===== src/hw/rtl/dpm_pkg.sv =====
// ----------------------------------------------------------------------------
// dpm_pkg: shared types and constants for the dither pattern mask
// Field widths, register indexes and pattern codes.
// ----------------------------------------------------------------------------
package dpm_pkg;

    localparam int COORD_W    = 12;  // pixel_x / pixel_y
    localparam int OFS_W      = 13;  // signed x / y offset
    localparam int SUM_W      = 14;  // coordinate plus offset, signed
    localparam int MAG_W      = 13;  // magnitude of the offset coordinate
    localparam int STEP_W     = 8;
    localparam int COLOR_W    = 8;
    localparam int PAT_W      = 4;
    localparam int CFG_IDX_W  = 3;
    localparam int CFG_DATA_W = 13;
    localparam int REM_W      = STEP_W + 2;  // signed remainder and step arithmetic

    typedef enum logic [CFG_IDX_W-1:0] {
        CFG_PATTERN = 3'd0,
        CFG_INVERT  = 3'd1,
        CFG_STEP    = 3'd2,
        CFG_X_OFS   = 3'd3,
        CFG_Y_OFS   = 3'd4,
        CFG_COLOR   = 3'd5
    } cfg_reg_t;

    typedef enum logic [PAT_W-1:0] {
        PAT_CHECKER    = 4'd0,
        PAT_CRISSCROSS = 4'd1,
        PAT_DIAG_DR    = 4'd2,
        PAT_DIAG_UR    = 4'd3,
        PAT_ROW        = 4'd4,
        PAT_COLUMN     = 4'd5,
        PAT_DOTS       = 4'd6,
        PAT_GRID       = 4'd7
    } pattern_t;

    // per-item flags that ride alongside the divider lanes
    typedef struct packed {
        logic x_neg;
        logic y_neg;
        logic src;
    } side_t;

endpackage


===== src/hw/rtl/dither_pattern_mask.sv =====
// ----------------------------------------------------------------------------
// dither_pattern_mask: per-pixel dither decision for a masked blit
// Offsets the pixel position, divides by the step and tests the pattern.
// ----------------------------------------------------------------------------
// Takes one pixel per clock while the output is not stalled and returns one draw
// decision per pixel, in order. Each pixel passes the offset add and magnitude,
// captured at the transfer edge itself, then the pipelined restoring divide (one
// quotient bit per stage, both coordinates in parallel), then the pattern test
// into the output register. A stall on the output holds the whole pipeline,
// and in_ready drops with it. Write the configuration registers only while no
// pixel is in flight.
// ----------------------------------------------------------------------------
module dither_pattern_mask (
    input  logic                           clk,
    input  logic                           rst_n,
    // configuration
    input  logic                           cfg_we,
    input  logic [dpm_pkg::CFG_IDX_W-1:0]  cfg_index,
    input  logic [dpm_pkg::CFG_DATA_W-1:0] cfg_data,
    // pixel input
    input  logic                           in_valid,
    output logic                           in_ready,
    input  logic [dpm_pkg::COORD_W-1:0]    pixel_x,
    input  logic [dpm_pkg::COORD_W-1:0]    pixel_y,
    input  logic                           source_set,
    // result output
    output logic                           out_valid,
    input  logic                           out_ready,
    output logic                           draw_pixel,
    output logic [dpm_pkg::COLOR_W-1:0]    pixel_color
);
    import dpm_pkg::*;

    localparam int DIV_STAGES = MAG_W;

    // configuration registers
    logic [PAT_W-1:0]         pattern_reg;
    logic                     invert_reg;
    logic [STEP_W-1:0]        step_reg;
    logic signed [OFS_W-1:0]  x_ofs_reg;
    logic signed [OFS_W-1:0]  y_ofs_reg;
    logic [COLOR_W-1:0]       color_reg;

    always_ff @(posedge clk or negedge rst_n)
    begin
        if (!rst_n)
        begin
            pattern_reg <= '0;
            invert_reg  <= 1'b0;
            step_reg    <= STEP_W'(1);
            x_ofs_reg   <= '0;
            y_ofs_reg   <= '0;
            color_reg   <= '0;
        end
        else if (cfg_we)
        begin
            unique case (cfg_reg_t'(cfg_index))
                CFG_PATTERN: pattern_reg <= cfg_data[PAT_W-1:0];
                CFG_INVERT:  invert_reg  <= cfg_data[0];
                CFG_STEP:    step_reg    <= cfg_data[STEP_W-1:0];
                CFG_X_OFS:   x_ofs_reg   <= cfg_data;
                CFG_Y_OFS:   y_ofs_reg   <= cfg_data;
                CFG_COLOR:   color_reg   <= cfg_data[COLOR_W-1:0];
                default:     ;
            endcase
        end
    end

    logic [STEP_W-1:0] step_eff;
    assign step_eff = (step_reg == '0) ? STEP_W'(1) : step_reg;

    // whole pipeline moves together; it only holds when the output is stuck
    logic advance;
    logic out_valid_reg;
    assign advance  = !out_valid_reg || out_ready;
    assign in_ready = advance;

    // stage 1: offset add and sign-magnitude split
    logic signed [SUM_W-1:0] x_sum;
    logic signed [SUM_W-1:0] y_sum;
    logic [SUM_W-1:0]        x_abs;
    logic [SUM_W-1:0]        y_abs;

    assign x_sum = $signed({2'b00, pixel_x}) + SUM_W'(x_ofs_reg);
    assign y_sum = $signed({2'b00, pixel_y}) + SUM_W'(y_ofs_reg);
    assign x_abs = x_sum[SUM_W-1] ? (~x_sum + 1'b1) : x_sum;
    assign y_abs = y_sum[SUM_W-1] ? (~y_sum + 1'b1) : y_sum;

    logic              s1_valid_reg;
    logic [MAG_W-1:0]  s1_xmag_reg;
    logic [MAG_W-1:0]  s1_ymag_reg;
    side_t             s1_side_reg;

    always_ff @(posedge clk or negedge rst_n)
    begin
        if (!rst_n)
        begin
            s1_valid_reg <= 1'b0;
        end
        else if (advance)
        begin
            s1_valid_reg <= in_valid;
        end
    end

    always_ff @(posedge clk)
    begin
        if (advance)
        begin
            s1_xmag_reg       <= x_abs[MAG_W-1:0];
            s1_ymag_reg       <= y_abs[MAG_W-1:0];
            s1_side_reg.x_neg <= x_sum[SUM_W-1];
            s1_side_reg.y_neg <= y_sum[SUM_W-1];
            s1_side_reg.src   <= source_set;
        end
    end

    // divide stages
    logic [STEP_W-1:0] x_rem;
    logic [STEP_W-1:0] y_rem;
    logic              x_qlsb;
    logic              y_qlsb;

    dpm_divider u_div_x (
        .clk       (clk),
        .en        (advance),
        .dividend  (s1_xmag_reg),
        .divisor   (step_eff),
        .remainder (x_rem),
        .quot_lsb  (x_qlsb)
    );

    dpm_divider u_div_y (
        .clk       (clk),
        .en        (advance),
        .dividend  (s1_ymag_reg),
        .divisor   (step_eff),
        .remainder (y_rem),
        .quot_lsb  (y_qlsb)
    );

    logic  vld_reg  [DIV_STAGES];
    side_t side_reg [DIV_STAGES];

    always_ff @(posedge clk or negedge rst_n)
    begin
        if (!rst_n)
        begin
            for (int i = 0; i < DIV_STAGES; i++)
            begin
                vld_reg[i] <= 1'b0;
            end
        end
        else if (advance)
        begin
            vld_reg[0] <= s1_valid_reg;
            for (int i = 1; i < DIV_STAGES; i++)
            begin
                vld_reg[i] <= vld_reg[i-1];
            end
        end
    end

    always_ff @(posedge clk)
    begin
        if (advance)
        begin
            side_reg[0] <= s1_side_reg;
            for (int i = 1; i < DIV_STAGES; i++)
            begin
                side_reg[i] <= side_reg[i-1];
            end
        end
    end

    // pattern test; remainders take the sign of the coordinate
    side_t                    side_end;
    logic signed [REM_W-1:0]  xr;
    logic signed [REM_W-1:0]  yr;
    logic signed [REM_W-1:0]  step_s;
    logic                     x_zero;
    logic                     y_zero;
    logic                     diag_dr;
    logic                     diag_ur;
    logic                     anti;
    logic                     hit;
    logic                     allow;
    logic                     draw_next;

    assign side_end = side_reg[DIV_STAGES-1];
    assign step_s   = $signed({2'b00, step_eff});
    assign xr       = side_end.x_neg ? -$signed({2'b00, x_rem}) : $signed({2'b00, x_rem});
    assign yr       = side_end.y_neg ? -$signed({2'b00, y_rem}) : $signed({2'b00, y_rem});
    assign x_zero   = (x_rem == '0);
    assign y_zero   = (y_rem == '0);
    assign diag_dr  = (xr == yr);
    assign anti     = ((step_s - xr) == yr);
    assign diag_ur  = ((step_s - REM_W'(1) - xr) == yr);

    always_comb
    begin
        hit   = 1'b0;
        allow = 1'b1;
        unique case (pattern_t'(pattern_reg))
            PAT_CHECKER:    hit = x_qlsb ^ y_qlsb;  // negation keeps quotient parity
            PAT_CRISSCROSS: hit = diag_dr || anti;
            PAT_DIAG_DR:    hit = diag_dr;
            PAT_DIAG_UR:    hit = diag_ur;
            PAT_ROW:        hit = y_zero;
            PAT_COLUMN:     hit = x_zero;
            PAT_DOTS:       hit = x_zero && y_zero;
            PAT_GRID:       hit = x_zero || y_zero;
            default:        hit = 1'b1;
        endcase
        if (!pattern_reg[PAT_W-1])
        begin
            allow = hit ^ invert_reg;
        end
        else
        begin
            allow = 1'b1;
        end
    end

    assign draw_next = side_end.src && allow;

    // output register
    logic               draw_reg;
    logic [COLOR_W-1:0] color_out_reg;

    always_ff @(posedge clk or negedge rst_n)
    begin
        if (!rst_n)
        begin
            out_valid_reg <= 1'b0;
        end
        else if (advance)
        begin
            out_valid_reg <= vld_reg[DIV_STAGES-1];
        end
    end

    always_ff @(posedge clk)
    begin
        if (advance)
        begin
            draw_reg      <= draw_next;
            color_out_reg <= draw_next ? color_reg : '0;
        end
    end

    assign out_valid   = out_valid_reg;
    assign draw_pixel  = draw_reg;
    assign pixel_color = color_out_reg;

endmodule


===== src/hw/rtl/dpm_divider.sv =====
// ----------------------------------------------------------------------------
// dpm_divider: pipelined restoring divider, one quotient bit per stage
// Unsigned magnitude by step. Gives the remainder and the quotient LSB.
// ----------------------------------------------------------------------------
module dpm_divider (
    input  logic                        clk,
    input  logic                        en,
    input  logic [dpm_pkg::MAG_W-1:0]   dividend,
    input  logic [dpm_pkg::STEP_W-1:0]  divisor,
    output logic [dpm_pkg::STEP_W-1:0]  remainder,
    output logic                        quot_lsb
);
    import dpm_pkg::*;

    localparam int STEPS = MAG_W;

    logic [STEP_W-1:0] rem_reg [STEPS];
    logic [MAG_W-1:0]  dvd_reg [STEPS-1];
    logic              q_reg;

    for (genvar k = 0; k < STEPS; k++) begin : g_step
        logic [STEP_W-1:0] rem_in;
        logic [MAG_W-1:0]  dvd_in;
        logic [STEP_W:0]   trial;
        logic [STEP_W:0]   diff;
        logic              ge;
        logic [STEP_W-1:0] rem_next;

        if (k == 0) begin : g_first
            assign rem_in = '0;
            assign dvd_in = dividend;
        end
        else begin : g_rest
            assign rem_in = rem_reg[k-1];
            assign dvd_in = dvd_reg[k-1];
        end

        assign trial    = {rem_in, dvd_in[MAG_W-1]};
        assign ge       = trial >= {1'b0, divisor};
        assign diff     = trial - {1'b0, divisor};
        // remainder stays below divisor, so eight bits hold it
        assign rem_next = ge ? diff[STEP_W-1:0] : trial[STEP_W-1:0];

        always_ff @(posedge clk)
        begin
            if (en)
            begin
                rem_reg[k] <= rem_next;
            end
        end

        if (k < STEPS - 1) begin : g_shift
            always_ff @(posedge clk)
            begin
                if (en)
                begin
                    dvd_reg[k] <= {dvd_in[MAG_W-2:0], 1'b0};
                end
            end
        end
        else begin : g_last
            always_ff @(posedge clk)
            begin
                if (en)
                begin
                    q_reg <= ge;
                end
            end
        end
    end

    assign remainder = rem_reg[STEPS-1];
    assign quot_lsb  = q_reg;

endmodule


===== config.mk =====
export PLATFORM = sky130hd
export DESIGN_NAME = dither_pattern_mask
export DESIGN_NICKNAME = d
export VERILOG_FILES = /design/src/hw/rtl/dpm_pkg.sv /design/src/hw/rtl/dither_pattern_mask.sv /design/src/hw/rtl/dpm_divider.sv
export SDC_FILE = /design/constraint.sdc
export NUM_CORES = 1
export LEC_CHECK = 0
export BUFFER_PORTS_ARGS = -buffer_cell sky130_fd_sc_hd__buf_2
export CAP_MARGIN = 10
export CORE_MARGIN = 10
export CORE_UTILIZATION = 25
export DETAILED_ROUTE_END_ITERATION = 10
export GPL_TIMING_DRIVEN = 0
export HOLD_SLACK_MARGIN = 0.02
export MAX_ROUTING_LAYER = met4
export PLACE_DENSITY = 0.48
export REMOVE_ABC_BUFFERS = 1
export SETUP_SLACK_MARGIN = 0.05
export SLEW_MARGIN = 0
export SYNTH_ARGS = -nofsm -noshare
export SYNTH_HDL_FRONTEND = slang
export SYNTH_HIERARCHICAL = 1
export SYNTH_SLANG_ARGS = --single-unit

===== constraint.sdc =====
create_clock -name clk -period 15.19 [get_ports clk]
set_input_delay 1.519 -clock clk [delete_from_list [all_inputs] [get_ports clk]]
set_output_delay 1.519 -clock clk [all_outputs]
set_load 0.05 [all_outputs]

Word level (Yosys, flattened, before mapping)
Memories as Yosys holds them, arrays and structs flattened.
Index checks and enable logic that the tools add are counted.
- memory bits (writable): 535
- output and inout port bits: 11
- input bits: 46
- register bits after elaboration: 102
- memories: 5
- memories (memory ; depth ; bits a word ; rd ports ; clocked after memory_dff ; write ports ; line ; source):
    u_div_x.dvd_reg ; 12 ; 12 ; 12 ; 0 ; 12 ; dpm_divider.sv:18 ; logic [MAG_W-1:0] dvd_reg [STEPS-1];
    u_div_y.dvd_reg ; 12 ; 12 ; 12 ; 0 ; 12 ; dpm_divider.sv:18 ;
    u_div_x.rem_reg ; 13 ; 8 ; 13 ; 0 ; 13 ; dpm_divider.sv:17 ; logic [STEP_W-1:0] rem_reg [STEPS];
    u_div_y.rem_reg ; 13 ; 8 ; 13 ; 0 ; 13 ; dpm_divider.sv:17 ;
    side_reg ; 13 ; 3 ; 13 ; 0 ; 13 ; dither_pattern_mask.sv:143 ; side_t side_reg [DIV_STAGES];
- reductions and logical operators: 17
- muxes and demuxes: 35
- bitwise logic cells: 4
- equality and inequality tests: 15
- $lt $le $gt $ge: 26
- $add $sub $neg: 35
- operators with widths (operator ; number):
    $ge 9x8->1 ; 24
    $mux 8 ; 27
    $sub 8x8->8 ; 24
    $eq 10x10->1 ; 3
    $add 13x13->14 ; 2
    $add 13x1->13 const B ; 2
    $mux 13 ; 2
    $not 13->13 ; 2
    $logic_not 8->1 ; 3
    $mux 10 ; 2
    $neg 8->10 ; 2
    $sub 9x10->10 ; 2
    $eq 4x3->1 const B ; 4
    $ge 1x8->1 ; 2
    $sub 1x8->8 ; 2
    $reduce_and 2->1 ; 6
    $sub 8x1->9 const B ; 1
    $eq 4x2->1 const B ; 2
    $pmux 1 s8 ; 1
    $eq 3x2->1 const B ; 2
    $eq 3x3->1 const B ; 2
    $eq 4x1->1 const B ; 1
    $logic_not 4->1 ; 1
    $eq 3x1->1 const B ; 1
    other kinds (6) ; 12

Depth between registers and ports, before layout
An unclocked memory read counts as a cell.
- word-level depth: 10
- gate-level depth with buffers: 19
- mapped depth without buffers: 19

Modules after synthesis
Netlist, hierarchy kept.
- modules (own cells, without submodules) (module ; area an instance (um2) ; seq. area each (um2) ; cells each ; instances):
    dpm_divider at u_div_x ; 11172.0 ; 5495.3 ; 930 ; 1
    dpm_divider at u_div_y ; 11084.4 ; 5495.3 ; 905 ; 1
    dither_pattern_mask ; 7998.9 ; 3865.0 ; 675 ; 1

Least setup slack after synthesis
Ideal clock, no wire load.
- path type: input -> output
- start: input out_ready
- end: output in_ready
- stages on the path: 4
- arrival: 10772 ps
- slack: 2899 ps
- path buffers: 2
- path through: nor2b_1 > clkbuf_1 > buf_1 > inv_1
- word-level cells in the longest chain between the ends: 1
- RTL lines (item ; line ; source):
    from (decl) ; dither_pattern_mask.sv:28 ; input logic out_ready,
    $logic_or 1x1->1 ; dither_pattern_mask.sv:75 ; assign advance = !out_valid_reg || out_ready;
    to (decl) ; dither_pattern_mask.sv:22 ; output logic in_ready,
No other way between the ends.

Worst setup path after layout
- start: register step_reg[2]
- end: register color_out_reg[4], in the netlist pixel_color[4], data pin
- word-level cells in the longest chain between the ends: 9
- elaborated cells on any way between the ends: 12
- those cells by class: add/sub: 3; eq/ne: 2; mux: 3; bitwise: 1; reduce/logical: 3
- RTL lines (item ; line ; source):
    from (decl) ; dither_pattern_mask.sv:39 ; logic [STEP_W-1:0] step_reg;
    from (signal assigned) ; dither_pattern_mask.sv:60 ; CFG_STEP: step_reg <= cfg_data[STEP_W-1:0];
    $logic_not 8->1 (*) ; dither_pattern_mask.sv:70 ; assign step_eff = (step_reg == '0) ? STEP_W'(1) : step_reg;
    $mux 8 (*) ; dither_pattern_mask.sv:70 ;
    net step_eff[0] ; dither_pattern_mask.sv:69 ; logic [STEP_W-1:0] step_eff;
    $sub 8x1->9 or $sub 9x10->10 (tied branches) ; dither_pattern_mask.sv:198, dither_pattern_mask.sv:197 ;
    $sub 9x10->10 or $eq 10x10->1 (tied branches) ; dither_pattern_mask.sv:198, dither_pattern_mask.sv:197 ;
    $eq 10x10->1 or $logic_or 1x1->1 (tied branches) ; dither_pattern_mask.sv:198, dither_pattern_mask.sv:206 ;
    $pmux 1 s8 (*) ; dither_pattern_mask.sv:204 ; unique case (pattern_t'(pattern_reg))
    $xor 1x1->1 (*) ; dither_pattern_mask.sv:217 ; allow = hit ^ invert_reg;
    $mux 1 (*) ; dither_pattern_mask.sv:215 ; if (!pattern_reg[PAT_W-1])
    $logic_and 1x1->1 (*) ; dither_pattern_mask.sv:225 ; assign draw_next = side_end.src && allow;
    to (signal assigned) ; dither_pattern_mask.sv:248 ; color_out_reg <= draw_next ? color_reg : '0;
    to (decl) ; dither_pattern_mask.sv:229 ; logic [COLOR_W-1:0] color_out_reg;
Mark *: on every way through the listed nets, which the timed path passes. The rest lies on a longest branch.
A chain may end at the register's enable or synchronous reset.

==> out/qor.csv <==
metric,value,unit
Avg Inst Size Synth,12.05,sq um
area grow syn2layout,13.73,%
reg2reg end,pixel_color[4],
post-CTS setup buffer count,0,
Nets,2924,
final wirelength,66.29,mm
Critical Path AT,6460,ps
Routed Antenna Nets,0,
Setup Skew,17.39,ps
Non-Filler Instances,4262,
Yosys top cell area share,43.97,%
die width,367.9,um
Hold Path Class,reg2reg,
Async SR Flop Fraction,12.28,%
hold-fix buffers at CTS,0,
CTS tree,built,
# rows,127,
PD cells,255.9,nW/um^2
die footprint,135300,sq um
Tcrit/Tclk final,40.09,%
Slew @ Worst Pin,1005,ps
Yosys Warn Count,6,
Initial DRC Count,1010,
critical path capture point type,flip-flop,
"Slew Viols, Final",0,
internal power,5.409,mW
Residual DRC,0,
Core ar.,120100,sq um
share of cells above drive strength 1,14.60,%
clock period minus worst slack,6090,ps
GRT Util Overall,9.759,%
ant diodes,0,
clock tree buffer depth,3,
Mapped Area,30260,sq um
Peak supply drop,99.29,uV
# IOs,57,
routed length per instance,15.55,um
Comb power frac,52.4,%
max_slew headroom,32.91,%
clock power share,15.2,%
Net Sw Frac,38.58,%
Inst Count DP,4162,
Die H,367.9,um
#FFs+latches synth,505,
initial antenna violation count,0,
# setup viols final,0,
Fillers,12443,
"setup slack, reg-to-reg",9100,ps
crit path from,step_reg[2],
Pleak,13.20,nW
Cells after Synth,2510,
"Clk Latency, worst-skew pair",610,ps
CP max FO,16,
sequential area share after synthesis,49.10,%
"top cells by area, synth","edfxtp_1 44%, ha_1 10%, mux2_2 6.3%, dfrtp_1 5.0%, a21oi_1 2.6%",
largest net degree at the start of global routing,108,
Max Freq,164.2,MHz
Max-cap violations,0,
Vias,19319,
first-pass GRT wire length,104.8,mm
status,"complete, no violations",
Startpoint Class,flip-flop,
ys flop type,edfxtp_1,
WP data required,15560,ps
DPL Wire Length,45.33,mm
root buffer cell,clkbuf_16,
initial core utilization,25.19,%
"area leader, netlist",edfxtp_1,
CTS sink cnt,505,
port bufs,56,
Via density,4.533,
critical setup path kind,reg2reg,
RSZ-0062 raised after global routing,no,
r2r worst-path depth,18,
Congestion Overflow GR,0,
clock-pin slew on the worst setup and hold paths,60,ps
Final Wtd Congestion,0.7991,
vias in the first global route,19030,
Psw,3.397,mW
setup tns final,0,ps
H-tree level count,2,
Worst setup endpoint,pixel_color[4],
Netlist cell types,97,
Crit Reg-Reg Startpoint,step_reg[2],
Seq pwr share,32.5,%
Post-synth EDFFs,443,
Detailed Routing Iterations Pass 1,5,
final hold violations,0,
post-CTS resize count,0,
total CTS buffers,55,
## routing by layer
| layer | share of wire, % | GRT usage (%) | wire [um] | vias up |
|---|---|---|---|---|
| li1 | - | - | - | 9735 |
| met1 | 49 | 12.89 | 32340 | 9266 |
| met2 | 46 | 15.53 | 30390 | 236 |
| met3 | 3.5 | 1.608 | 2288 | 82 |
| met4 | 1.9 | 2.355 | 1279 | 0 |
| met5 | 0 | - | 0 | - |
## power groups by stage
stage	clock network (mW)	logic [mW]	registers [mW]
floorplan	0	3.67	2.88
global placement	0	4.56	3.06
detailed placement	0	4.60	2.89
CTS	1.39	4.65	2.87
global route	1.44	5.19	2.93
finish	1.33	4.61	2.86
## Yosys cell counts, drive strengths merged (14+ instances only)
library cell  count
a211oi           26
a21boi           14
a21o             51
a21oi           166
a31oi            24
clkbuf           14
dfrtp            61
edfxtp          443
fa               28
ha              243
inv             163
mux2            172
mux2i            53
nand2            95
nand2b           35
nand3            58
nor2            131
nor2b            58
nor3             57
nor4             25
o21a             46
o21ai           117
o21bai           24
o31a             29
o31ai            16
or2              16
or4              15
xnor2            87
xor2             75
## how the worst min path moves through the flow
stage                          startpoint  cells past startpoint                endpoint
floorplan                  s1_side_reg[0]                      0          side_reg[0][0]
detailed placement        side_reg[0][15]                      0         side_reg[0][18]
global route               s1_xmag_reg[1]                      0   u_div_x/dvd_reg[0][1]
global placement    u_div_x/dvd_reg[0][3]                      0   u_div_x/dvd_reg[1][4]
finish              u_div_y/dvd_reg[6][9]                      0  u_div_y/dvd_reg[7][10]
CTS                 u_div_y/dvd_reg[6][9]                      0  u_div_y/dvd_reg[7][10]
## layout make-up
type	count	area (sq um)	share of cell area [%]
timing repair buffer	62	431.7	1.255
inverter	163	619.3	1.800
clock inverter	22	212.7	0.6182
sequential	505	14860	43.19
tap	1612	2017	5.862
clock buffer	78	1567	4.553
multi-input combinational	1820	14700	42.73
## through the flow
step           power [mW]  setup slack (ps)  hold slack [ps]  utilization [%]  instance area [sq um]
5_1_grt             9.565              8748            421.3            28.64                  34410
2_1_floorplan       6.547              3111            400.3                -                  30150
6_report            8.806              9100            412.7            28.64                  34410
3_5_place_dp        7.491              9002            404.5            27.16                  32630
3_3_place_gp        7.617             -2752            400.1            27.01                  32450
4_1_cts             8.911              8969            414.8            28.64                  34410
## cells by family after synthesis
kind of cell,synth area share (%)
compound gates,13.75
simple gates,9.656
flops,49.10
fa+ha+maj,11.90
mux,8.230
buf+inv,2.370
xor+xnor,4.996
## placed cells by master, fill, tap and decap left out, drive strengths merged, types with 8 or more instances in the layout
master	synthesis	routed
a21boi	14	14
clkinv	0	14
edfxtp	443	443
o31a	29	29
or4	15	15
a211o	8	8
nand2	95	95
nand3	58	58
o21bai	24	24
o211ai	12	12
buf	8	62
o21a	46	46
or3	12	12
or2	16	16
nor4	25	25
nor3b	10	10
nor3	57	57
dfrtp	61	61
a2111oi	10	10
nor2	131	131
o2111ai	11	11
ha	243	243
mux2i	53	53
fa	28	28
o21ai	117	117
a21oi	166	166
and2	12	12
a31oi	24	24
clkbuf	14	78
xnor2	87	87
nand2b	35	35
a21o	51	51
xor2	75	75
inv	163	163
o31ai	16	16
o211a	8	8
mux2	172	172
a211oi	26	26
nor2b	58	58
## critical path: stages, from the launching register on
cell       delay [ps]
dfrtp_1           500
or3_1             410
or2_1             280
or3_1             380
o21bai_4          650
buf_16            250
inv_1             100
ha_1              350
inv_1              60
ha_1              280
nor2b_1           130
o31a_1            290
o21ai_0           320
nand3_1           110
mux4_2            500
a2111oi_2         460
or2_1             220
o211ai_4          190
nor2_1            380
Note: power is estimated with default switching activity, not from simulation.
